[src/rtl/core/assert_macros.svh]
// assertion helpers included by the sequencer core
`ifndef ASSERT_MACROS_SVH
`define ASSERT_MACROS_SVH

// property must hold at every clock edge outside reset
`define ASSERT_CLK(lbl, prop, msg) \
  lbl: assert property (@(posedge clk) disable iff (!rst_n) prop) else $error(msg);

// condition must never be true outside reset
`define ASSERT_NEVER(lbl, cond, msg) \
  lbl: assert property (@(posedge clk) disable iff (!rst_n) !(cond)) else $error(msg);

`endif

[src/rtl/core/tps_pkg.sv]
package tps_pkg;

  // sequencer state codes
  typedef enum logic [3:0] {
    ST_INIT  = 4'd0,
    ST_UP_A  = 4'd1,
    ST_UP_B  = 4'd2,
    ST_UP_C  = 4'd3,
    ST_OK    = 4'd4,
    ST_DN_C  = 4'd5,
    ST_DN_B  = 4'd6,
    ST_DN_A  = 4'd7,
    ST_FAULT = 4'd8,
    ST_OFF   = 4'd9
  } tps_state_t;

  localparam int unsigned PG_TIMEOUT_W = 16;
  localparam logic [PG_TIMEOUT_W-1:0] PG_TIMEOUT_RESET = 16'd1000;

  // one input request
  typedef struct packed {
    logic power_enable;
    logic emergency_off;
    logic good_3v3;
    logic good_0v9;
    logic good_1v8;
  } tps_in_t;

  // one result
  typedef struct packed {
    logic [3:0] state_code;
    logic       drive_3v3;
    logic       drive_0v9;
    logic       drive_1v8;
    logic       rails_up;
    logic       power_fault;
    logic [3:0] fault_origin;
    logic       seen_3v3;
    logic       seen_0v9;
    logic       seen_1v8;
  } tps_out_t;

  // sequencer state, bit 0 of rail vectors is 3v3, bit 1 0v9, bit 2 1v8
  typedef struct packed {
    tps_state_t              seq_state;
    logic [PG_TIMEOUT_W-1:0] wait_count;
    logic [2:0]              rail_drives;
    logic [2:0]              good_latched;
    logic [3:0]              fault_at;
    logic                    ok_flag;
    logic                    fault_flag;
  } tps_regs_t;

  localparam tps_regs_t REGS_RESET = '{
    seq_state:    ST_INIT,
    wait_count:   PG_TIMEOUT_RESET,
    rail_drives:  3'b000,
    good_latched: 3'b000,
    fault_at:     4'd0,
    ok_flag:      1'b0,
    fault_flag:   1'b0
  };

endpackage

[src/rtl/core/tps_step.sv]
module tps_step (
  input  tps_pkg::tps_regs_t                    cur,
  input  logic [tps_pkg::PG_TIMEOUT_W-1:0]      pg_timeout,
  input  tps_pkg::tps_in_t                      item,
  output tps_pkg::tps_regs_t                    nxt
);
  import tps_pkg::*;

  // rail bit handled by a ramp state
  function automatic logic [2:0] rail_mask(input tps_state_t st);
    logic [2:0] m;
    case (st) inside
      ST_UP_A, ST_DN_A: m = 3'b001;
      ST_UP_B, ST_DN_B: m = 3'b010;
      default:          m = 3'b100;
    endcase
    return m;
  endfunction

  // successor along the ramp chains
  function automatic tps_state_t ramp_succ(input tps_state_t st);
    tps_state_t s;
    case (st)
      ST_UP_A: s = ST_UP_B;
      ST_UP_B: s = ST_UP_C;
      ST_UP_C: s = ST_OK;
      ST_DN_C: s = ST_DN_B;
      ST_DN_B: s = ST_DN_A;
      default: s = ST_OFF;
    endcase
    return s;
  endfunction

  logic       en;
  logic       epo;
  logic [2:0] good;
  logic [2:0] mask;
  logic       rail_good;
  logic [2:0] first_low;
  tps_state_t state_nxt;

  assign en        = item.power_enable;
  assign epo       = item.emergency_off;
  assign good      = {item.good_1v8, item.good_0v9, item.good_3v3};
  assign mask      = rail_mask(cur.seq_state);
  assign rail_good = |(good & mask);
  assign first_low = !good[0] ? 3'b001 : (!good[1] ? 3'b010 : 3'b100);

  // next state
  always_comb begin
    unique case (cur.seq_state) inside
      ST_INIT: begin
        state_nxt = (en && !epo) ? ST_UP_A : ST_INIT;
      end
      ST_UP_A, ST_UP_B, ST_UP_C: begin
        if (!en || epo) begin
          state_nxt = ST_OFF;
        end else if (rail_good) begin
          state_nxt = ramp_succ(cur.seq_state);
        end else if (cur.wait_count != '0) begin
          state_nxt = cur.seq_state;
        end else begin
          state_nxt = ST_FAULT;
        end
      end
      ST_OK: begin
        if (epo) begin
          state_nxt = ST_OFF;
        end else if (!en) begin
          state_nxt = ST_DN_C;
        end else begin
          state_nxt = (&good) ? ST_OK : ST_FAULT;
        end
      end
      ST_DN_C, ST_DN_B, ST_DN_A: begin
        if (epo) begin
          state_nxt = ST_OFF;
        end else if (!rail_good) begin
          state_nxt = ramp_succ(cur.seq_state);
        end else begin
          state_nxt = cur.seq_state;
        end
      end
      ST_FAULT: begin
        state_nxt = (!en || epo) ? ST_OFF : ST_FAULT;
      end
      default: begin
        state_nxt = (epo || !en) ? ST_INIT : ST_OFF;
      end
    endcase
  end

  // counters, drives and status flags
  always_comb begin
    nxt           = cur;
    nxt.seq_state = state_nxt;
    unique case (cur.seq_state) inside
      ST_INIT: begin
        nxt.wait_count = pg_timeout;
        nxt.ok_flag    = 1'b0;
        nxt.fault_flag = 1'b0;
        nxt.fault_at   = 4'(ST_INIT);
      end
      ST_UP_A, ST_UP_B, ST_UP_C: begin
        nxt.rail_drives = cur.rail_drives | mask;
        if (en && !epo) begin
          if (rail_good) begin
            nxt.good_latched = cur.good_latched | mask;
            nxt.wait_count   = pg_timeout;
          end else if (cur.wait_count != '0) begin
            nxt.wait_count = cur.wait_count - 1'b1;
          end else begin
            nxt.fault_at = cur.seq_state;
          end
        end
      end
      ST_OK: begin
        nxt.ok_flag = 1'b1;
        if (!epo && en && !(&good)) begin
          nxt.good_latched = cur.good_latched & ~first_low;
          nxt.fault_at     = ST_OK;
        end
      end
      ST_DN_C, ST_DN_B, ST_DN_A: begin
        nxt.ok_flag     = 1'b0;
        nxt.rail_drives = cur.rail_drives & ~mask;
        if (!epo && !rail_good) begin
          nxt.good_latched = cur.good_latched & ~mask;
        end
      end
      ST_FAULT: begin
        nxt.rail_drives = 3'b000;
        nxt.ok_flag     = 1'b0;
        nxt.fault_flag  = 1'b1;
      end
      default: begin
        nxt.rail_drives = 3'b000;
        nxt.ok_flag     = 1'b0;
      end
    endcase
  end

endmodule

[src/rtl/core/three_rail_power_sequencer_core.sv]
// Three-rail power sequencer: brings up the 3.3V, 0.9V and 1.8V regulators
// in that order, watching each power-good with a timeout, and ramps them down
// in reverse order when power_enable drops.
// Input channel (in_valid/in_ready/in_data): one request per control tick,
// carrying power_enable, emergency_off and the three power-good pins.
// Result channel (out_valid/out_ready/out_data): one result per request,
// the sequencer state, regulator drives and status after that tick.
// Config channel (cfg_valid/cfg_ready/cfg_data): writes pg_timeout, always
// ready; write it only while no request is in flight.
// A request accepted into the input register moves on into the result register,
// and so to the output, once the result register is free or being taken.
// Throughput is one request per clock while out_ready stays high, the input
// register feeding a combinational state update into the result register.
// When out_ready is low the result register holds, the input register fills,
// and in_ready drops until the result is taken.
// Reset (rst_n low at a clock edge) returns the sequencer to init with all
// drives off, empties both registers and sets pg_timeout to 1000.
module three_rail_power_sequencer_core (
  input  logic                                  clk,
  input  logic                                  rst_n,
  input  logic                                  in_valid,
  output logic                                  in_ready,
  input  tps_pkg::tps_in_t                      in_data,
  output logic                                  out_valid,
  input  logic                                  out_ready,
  output tps_pkg::tps_out_t                     out_data,
  input  logic                                  cfg_valid,
  output logic                                  cfg_ready,
  input  logic [tps_pkg::PG_TIMEOUT_W-1:0]      cfg_data
);
  import tps_pkg::*;

  logic                    s1_valid_r;
  tps_in_t                 s1_data_r;
  logic                    out_valid_r;
  tps_out_t                out_data_r;
  tps_out_t                out_data_nxt;
  tps_regs_t               regs_r;
  tps_regs_t               regs_nxt;
  logic [PG_TIMEOUT_W-1:0] pg_timeout_r;
  logic                    adv;

  // request moves from input register to result register
  assign adv       = s1_valid_r && (!out_valid_r || out_ready);
  assign in_ready  = !s1_valid_r || adv;
  assign cfg_ready = 1'b1;
  assign out_valid = out_valid_r;
  assign out_data  = out_data_r;

  // one tick of the sequencer
  tps_step u_step (
    .cur        (regs_r),
    .pg_timeout (pg_timeout_r),
    .item       (s1_data_r),
    .nxt        (regs_nxt)
  );

  // result fields from the updated state
  always_comb begin
    out_data_nxt.state_code   = regs_nxt.seq_state;
    out_data_nxt.drive_3v3    = regs_nxt.rail_drives[0];
    out_data_nxt.drive_0v9    = regs_nxt.rail_drives[1];
    out_data_nxt.drive_1v8    = regs_nxt.rail_drives[2];
    out_data_nxt.rails_up     = regs_nxt.ok_flag;
    out_data_nxt.power_fault  = regs_nxt.fault_flag;
    out_data_nxt.fault_origin = regs_nxt.fault_at;
    out_data_nxt.seen_3v3     = regs_nxt.good_latched[0];
    out_data_nxt.seen_0v9     = regs_nxt.good_latched[1];
    out_data_nxt.seen_1v8     = regs_nxt.good_latched[2];
  end

  // control and sequencer state
  always_ff @(posedge clk) begin
    if (!rst_n) begin
      s1_valid_r   <= 1'b0;
      out_valid_r  <= 1'b0;
      regs_r       <= REGS_RESET;
      pg_timeout_r <= PG_TIMEOUT_RESET;
    end else begin
      if (in_ready) begin
        s1_valid_r <= in_valid;
      end
      if (adv) begin
        out_valid_r <= 1'b1;
        regs_r      <= regs_nxt;
      end else if (out_ready) begin
        out_valid_r <= 1'b0;
      end
      if (cfg_valid) begin
        pg_timeout_r <= cfg_data;
      end
    end
  end

  // payload registers
  always_ff @(posedge clk) begin
    if (in_valid && in_ready) begin
      s1_data_r <= in_data;
    end
    if (adv) begin
      out_data_r <= out_data_nxt;
    end
  end

`include "assert_macros.svh"

  `ASSERT_CLK(a_ready_when_empty, !out_valid_r |-> in_ready, "input stalled with empty output")
  `ASSERT_CLK(a_state_holds, !adv |=> $stable(regs_r), "state changed without a request")
  `ASSERT_NEVER(a_init_drives_off, regs_r.seq_state == ST_INIT && regs_r.rail_drives != 3'b000, "drives on in init")
  `ASSERT_NEVER(a_fault_origin, regs_r.fault_flag && regs_r.fault_at == 4'd0, "fault without origin")

endmodule
[config.mk]
export PLATFORM = sky130hd
export DESIGN_NAME = three_rail_power_sequencer_core
export DESIGN_NICKNAME = d
export VERILOG_FILES = /design/src/rtl/core/tps_pkg.sv /design/src/rtl/core/tps_step.sv /design/src/rtl/core/three_rail_power_sequencer_core.sv
export VERILOG_INCLUDE_DIRS = /design/src /design/src/rtl/core
export SDC_FILE = /design/constraint.sdc
export NUM_CORES = 1
export LEC_CHECK = 0
export ABC_AREA = 1
export BUFFER_PORTS_ARGS = -buffer_cell sky130_fd_sc_hd__buf_2
export CORE_ASPECT_RATIO = 0.5
export CORE_MARGIN = 3
export CORE_UTILIZATION = 40
export CTS_CLUSTER_DIAMETER = 60
export CTS_CLUSTER_SIZE = 10
export DETAILED_ROUTE_END_ITERATION = 6
export PLACE_DENSITY = 0.7
export SLEW_MARGIN = 30
export SYNTH_ARGS = -nofsm -noshare
export SYNTH_HDL_FRONTEND = slang
export SYNTH_SLANG_ARGS = --single-unit
export TNS_END_PERCENT = 1
[constraint.sdc]
create_clock -name clk -period 1.7 [get_ports clk]
set_clock_uncertainty 0.05 [all_clocks]
set_input_delay 0.085 -clock clk [delete_from_list [all_inputs] [get_ports clk]]
set_output_delay 0.085 -clock clk [all_outputs]
set_load 0.05 [all_outputs]
Word-level counts from Yosys, hierarchy flattened
Index checks and enable logic that the tools add are counted.
Word-level totals
  bits of input ports: 26
  flip-flop bits (word level): 71
  bits in read-only memories: 0
  logic and storage cells: 104
  memory bits (writable): 0
  bits in latches: 0
  memories kept: 0
Cells by class
  reductions and logical operators: 26
  shift operators: 0
  equality and inequality tests: 10
  order comparisons: 0
  $mul: 0
  muxes and demuxes: 34
  $add $sub $neg: 1
  bitwise gates (word level): 8
  div/mod/pow operators: 0
Operator list (count)
  $mux 16: 3
  $mux 4: 11
  $pmux 4 s5: 2
  $pmux 16 s2: 1
  $mux 3: 6
  $pmux 3 s3: 2
  $eq 4x3->1 const B: 4
  $reduce_bool 16->1: 1
  $sub 16x1->16 const B: 1
  $mux 7: 2
  $and 3x3->3: 4
  $pmux 4 s3: 1
  $reduce_or 3->1: 3
  $eq 4x2->1 const B: 2
  $logic_not 1->1: 6
  $not 3->3: 2
  $or 3x3->3: 2
  $reduce_or 2->1: 3
  $logic_and 1x1->1: 5
  $eq 4x1->1 const B: 1
  $eq 4x4->1 const B: 1
  $logic_not 4->1: 1
  $mux 1: 4
  $pmux 1 s2: 2
  6 further kinds: 9

Depth between registers and ports, before layout
  word-level depth: 10
  mapped depth: 14
  mapped depth without buffers: 14

By module
A second synthesis with hierarchy kept.
Second synthesis, totals
  cell total of the unflattened synthesis: 743
  area, all modules: 4618.2 um^2
Modules (own cells, without submodules)
  three_rail_power_sequencer_core: cells an instance 301, times used 1, area each 2665.1 um^2, sequential area each 1631.6 um^2
  tps_step: cells an instance 442, times used 1, area each 1953.1 um^2, sequential area each 0.0 um^2

Worst setup path before layout
OpenSTA, ideal clock, no wires.
  path type: reg-to-reg
  from: register out_valid_r, in the netlist out_valid
  to: register s1_data_r[0] (netlist name), enable pin
  path slack: -128 ps
  stages on the path, launching flop included: 4
  arrival: 1517 ps
  cell sequence: dfxtp_1 nand3_1 nand2_1 inv_1
On the way
  cells in the longest elaborated chain, start to end: 5
Ends and longest elaborated chain
  start, declared: RTL line three_rail_power_sequencer_core.sv:35  | logic out_valid_r;
  start signal, assigned: RTL line three_rail_power_sequencer_core.sv:76  | out_valid_r <= 1'b0;
  start signal, assigned: RTL line three_rail_power_sequencer_core.sv:84  | out_valid_r <= 1'b1;
  start signal, assigned: RTL line three_rail_power_sequencer_core.sv:87  | out_valid_r <= 1'b0;
  $logic_not 1->1: RTL line three_rail_power_sequencer_core.sv:44  | assign adv = s1_valid_r && (!out_valid_r || out_ready);
  $logic_or 1x1->1: RTL line three_rail_power_sequencer_core.sv:44
  $logic_and 1x1->1: RTL line three_rail_power_sequencer_core.sv:44
  $logic_or 1x1->1: RTL line three_rail_power_sequencer_core.sv:45  | assign in_ready = !s1_valid_r || adv;
  net in_ready: RTL line three_rail_power_sequencer_core.sv:22  | output logic in_ready,
  $logic_and 1x1->1: RTL line three_rail_power_sequencer_core.sv:97  | if (in_valid && in_ready) begin
  end signal, assigned: RTL line three_rail_power_sequencer_core.sv:98  | s1_data_r <= in_data;
  end, declared: RTL line three_rail_power_sequencer_core.sv:34  | tps_in_t s1_data_r;
The timed path passes the listed nets, and every way through them passes these cells.
A chain may end at the register's enable or synchronous reset.

==> impl_metrics.json <==
{
  "fmaxAchievable_ghz": 0.545,
  "grt_pass1_wl_mm": 17.0,
  "rsz0062_at_grt": "true",
  "cp_max_fo": 6,
  "cts_buffer_depth": 2,
  "finalNonFillerCells": 759,
  "drive_gt1_share_pct": 33.5,
  "arrival_ps": 1850,
  "vias": 3812,
  "core-area_um2": 8430,
  "r2r_start": "regs_r[28]",
  "clock_latency_ps": 340,
  "r2r_cells": 10,
  "nets": 669,
  "cts_made_buffers": 9,
  "start_kind": "register",
  "syn_avg_cell_area_um2": 7.38,
  "ys_warn_count": 0,
  "htreeDepth": 3,
  "hp-start": "out_ready",
  "yosysSeqAreaShare_pct": 44.6,
  "timing.final.hold_violations": 0,
  "clk_pin_slew_ps": 60,
  "slew_viol_final": 0,
  "leakagePower_nw": 2.52,
  "dp_cells": 689,
  "use_met1_pct": 28.3,
  "final_cell_mix": "89 x nand2_1, 75 x buf_4, 54 x nor2_1, 53 x inv_1, 44 x buf_2",
  "powerDensity_nw_per_um2": 914,
  "grt-busiest-layer": "met2",
  "grt_util_met3_pct": 4.49,
  "hp-class": "input pin to register",
  "r2r-end": "out_data[12]",
  "worstHoldEndpoint": "out_valid",
  "r2r_slack_ps": -140,
  "maxCapViolCount": 0,
  "grt_use_met2_pct": 33.2,
  "initial_core_util_pct": 43.4,
  "antenna_cells": 0,
  "overflow": 0,
  "grt_pass1_vias": 3516,
  "ys.flop_type": "dfxtp_1",
  "io_pins": 45,
  "min_period_ps": 1840,
  "cp-end-kind": "register",
  "dp.final_hpwl_mm": 6.95,
  "drt_iter0_markers": 323,
  "multi_input_area_um2": 1950,
  "syn_inst": 496,
  "worst_slew_pin_slew_ps": 659,
  "slew-limit-headroom_pct": 56.0,
  "grtUsageTotal_pct": 20.7,
  "min_path_cells": 4,
  "post_drt_wl_per_cell_um": 14.1,
  "grt_max_degree": 35,
  "place.gp.congestion": 0.929,
  "seq_area_um2": 1640,
  "violations": "negative setup slack",
  "ant_nets": 0,
  "worst_slack_ps": -136,
  "vias_per_cell": 5.02,
  "netlist_area_um2": 3660,
  "drt_drc_violations_left": 0,
  "nFillCells": 754,
  "numPortBuffers": 43,
  "syn-num-nets": 523,
  "cts_tree": "yes",
  "syn2layout_area_growth_pct": 46.5,
  "fp-row-count": 23,
  "period_share_pct": 108,
  "layout_commonest_cell": "nand2_1",
  "ys_ff_latch": 71,
  "drt_wl_total_mm": 10.7,
  "fp.dieW_um": 141,
  "power.total_mw": 4.90,
  "pre_cts_ws_ps": -186,
  "clkSinkCount": 71,
  "status": "finished, violations left",
  "required_ps": 1710,
  "async_flop_share_pct": 0,
  "synth.distinct_cells": 37,
  "die_y_um": 73.6,
  "dieArea_um2": 10400,
  "root_buffer": "clkbuf_16",
  "peakVddDrop_uv": 584,
  "crit_type": "register to register",
  "synth_edf_count": 21,
  "antenna_found_initial": 0,
  "drtPass1Iterations": 5,
  "setup_viol": 30
}
[routing by layer]
metal / up-vias / part of all wire, % / routed length (um)
met3: 11 / 6.0 / 636
met5: - / 0 / 0
met2: 116 / 46 / 4880
met1: 1758 / 47 / 5060
li1: 1927 / - / -
met4: 0 / 0.96 / 103
[synth_stat cells (all sizes together) (2+ instances only)]
cell type / instances / area, um^2
a41oi: 2 / 17.5
nand3: 38 / 213
xor2: 8 / 70.1
dfxtp: 50 / 1000
a21oi: 35 / 186
or2: 2 / 12.5
o211ai: 11 / 82.6
nor3: 4 / 20.0
xnor2: 2 / 17.5
nor2: 72 / 298
nand3b: 2 / 15.0
edfxtp: 21 / 631
o21bai: 2 / 15.0
nand4: 9 / 68.8
inv: 62 / 233
o21ai: 46 / 230
clkbuf: 8 / 30.0
buf: 7 / 48.8
nand2: 108 / 418
[registers in the layout, summed over array words and instances (netlist names)]
signal / cells
regs_r: 32
out_data: 16
pg_timeout_r: 16
s1_data_r: 5
out_valid: 1
s1_valid_r: 1
[critical path: stages (launching register included)]
cell     delay, ps
dfxtp_2        380
inv_4           60
nor2_2         150
nand2_4        120
nand2_4        100
a21oi_4         80
nand3_4        150
buf_4          140
nand2_1         50
a21oi_2        140
nand3_1        140
[power by group]
group | switching, mW | total (mW) | leakage [nW] | internal, mW
clock | 0.718 | 1.74 | 0.138 | 1.02
sequential | 0.0768 | 1.95 | 0.617 | 1.87
combinational | 0.705 | 1.22 | 1.76 | 0.511
total | 1.50 | 4.90 | 2.52 | 3.40
[cell type report]
| class | count | area share (%) |
|---|---|---|
| inverter | 62 | 4.48 |
| sequential | 71 | 30.6 |
| tap | 112 | 2.61 |
| multi-input combinational | 349 | 36.4 |
| clock inverter | 6 | 0.677 |
| timing repair buffer | 149 | 20.7 |
| clock buffer | 10 | 4.46 |
[through the flow]
stage | hold slack, ps | utilization [%] | setup TNS, ps | instance area [um^2]
2_1_floorplan | 134 | - | -1060 | 3660
3_3_place_gp | 213 | 51.6 | -2360 | 4350
3_5_place_dp | 214 | 51.6 | -3950 | 4350
4_1_cts | 9.87 | 60.7 | -524 | 5120
5_1_grt | 34.0 | 63.6 | -4550 | 5360
6_report | 11.7 | 63.6 | -1070 | 5360
[repair_timing]
action                     in CTS  in global routing
setup endpoints to repair      37                 40
hold endpoints to repair       22                  0
gates resized for setup        35                 46
buffers inserted               18                 12
pin swaps                      13                 26
hold buffers                   23                  0
cloned                          1                  1
[worst max-delay path by stage]
stage,from,end,cells past startpoint,slack (ps)
3_3_place_gp,regs_r[29],out_data[12],9,-140
3_5_place_dp,regs_r[12],regs_r[25],11,-190
6_report,regs_r[28],out_data[12],10,-140
5_1_grt,regs_r[28],out_data[12],10,-170
4_1_cts,regs_r[28],regs_r[19],11,-60
2_1_floorplan,regs_r[12],regs_r[19],12,-110
[logic make-up (layout without fill, tap and decap cells)]
| logic type | after synthesis | after routing | synth area share [%] |
|---|---|---|---|
| buffers and inverters | 77 | 227 | 8.51 |
| DFF | 71 | 71 | 44.6 |
| and+or+nand+nor | 235 | 236 | 28.5 |
| AOI/OAI and AO/OA | 101 | 101 | 15.5 |
| adders and majority gates | 1 | 1 | 0.342 |
| other | 1 | 1 | 0.102 |
| xor gates and xnor gates | 10 | 10 | 2.39 |
Note: power is estimated with default switching activity, not from simulation.
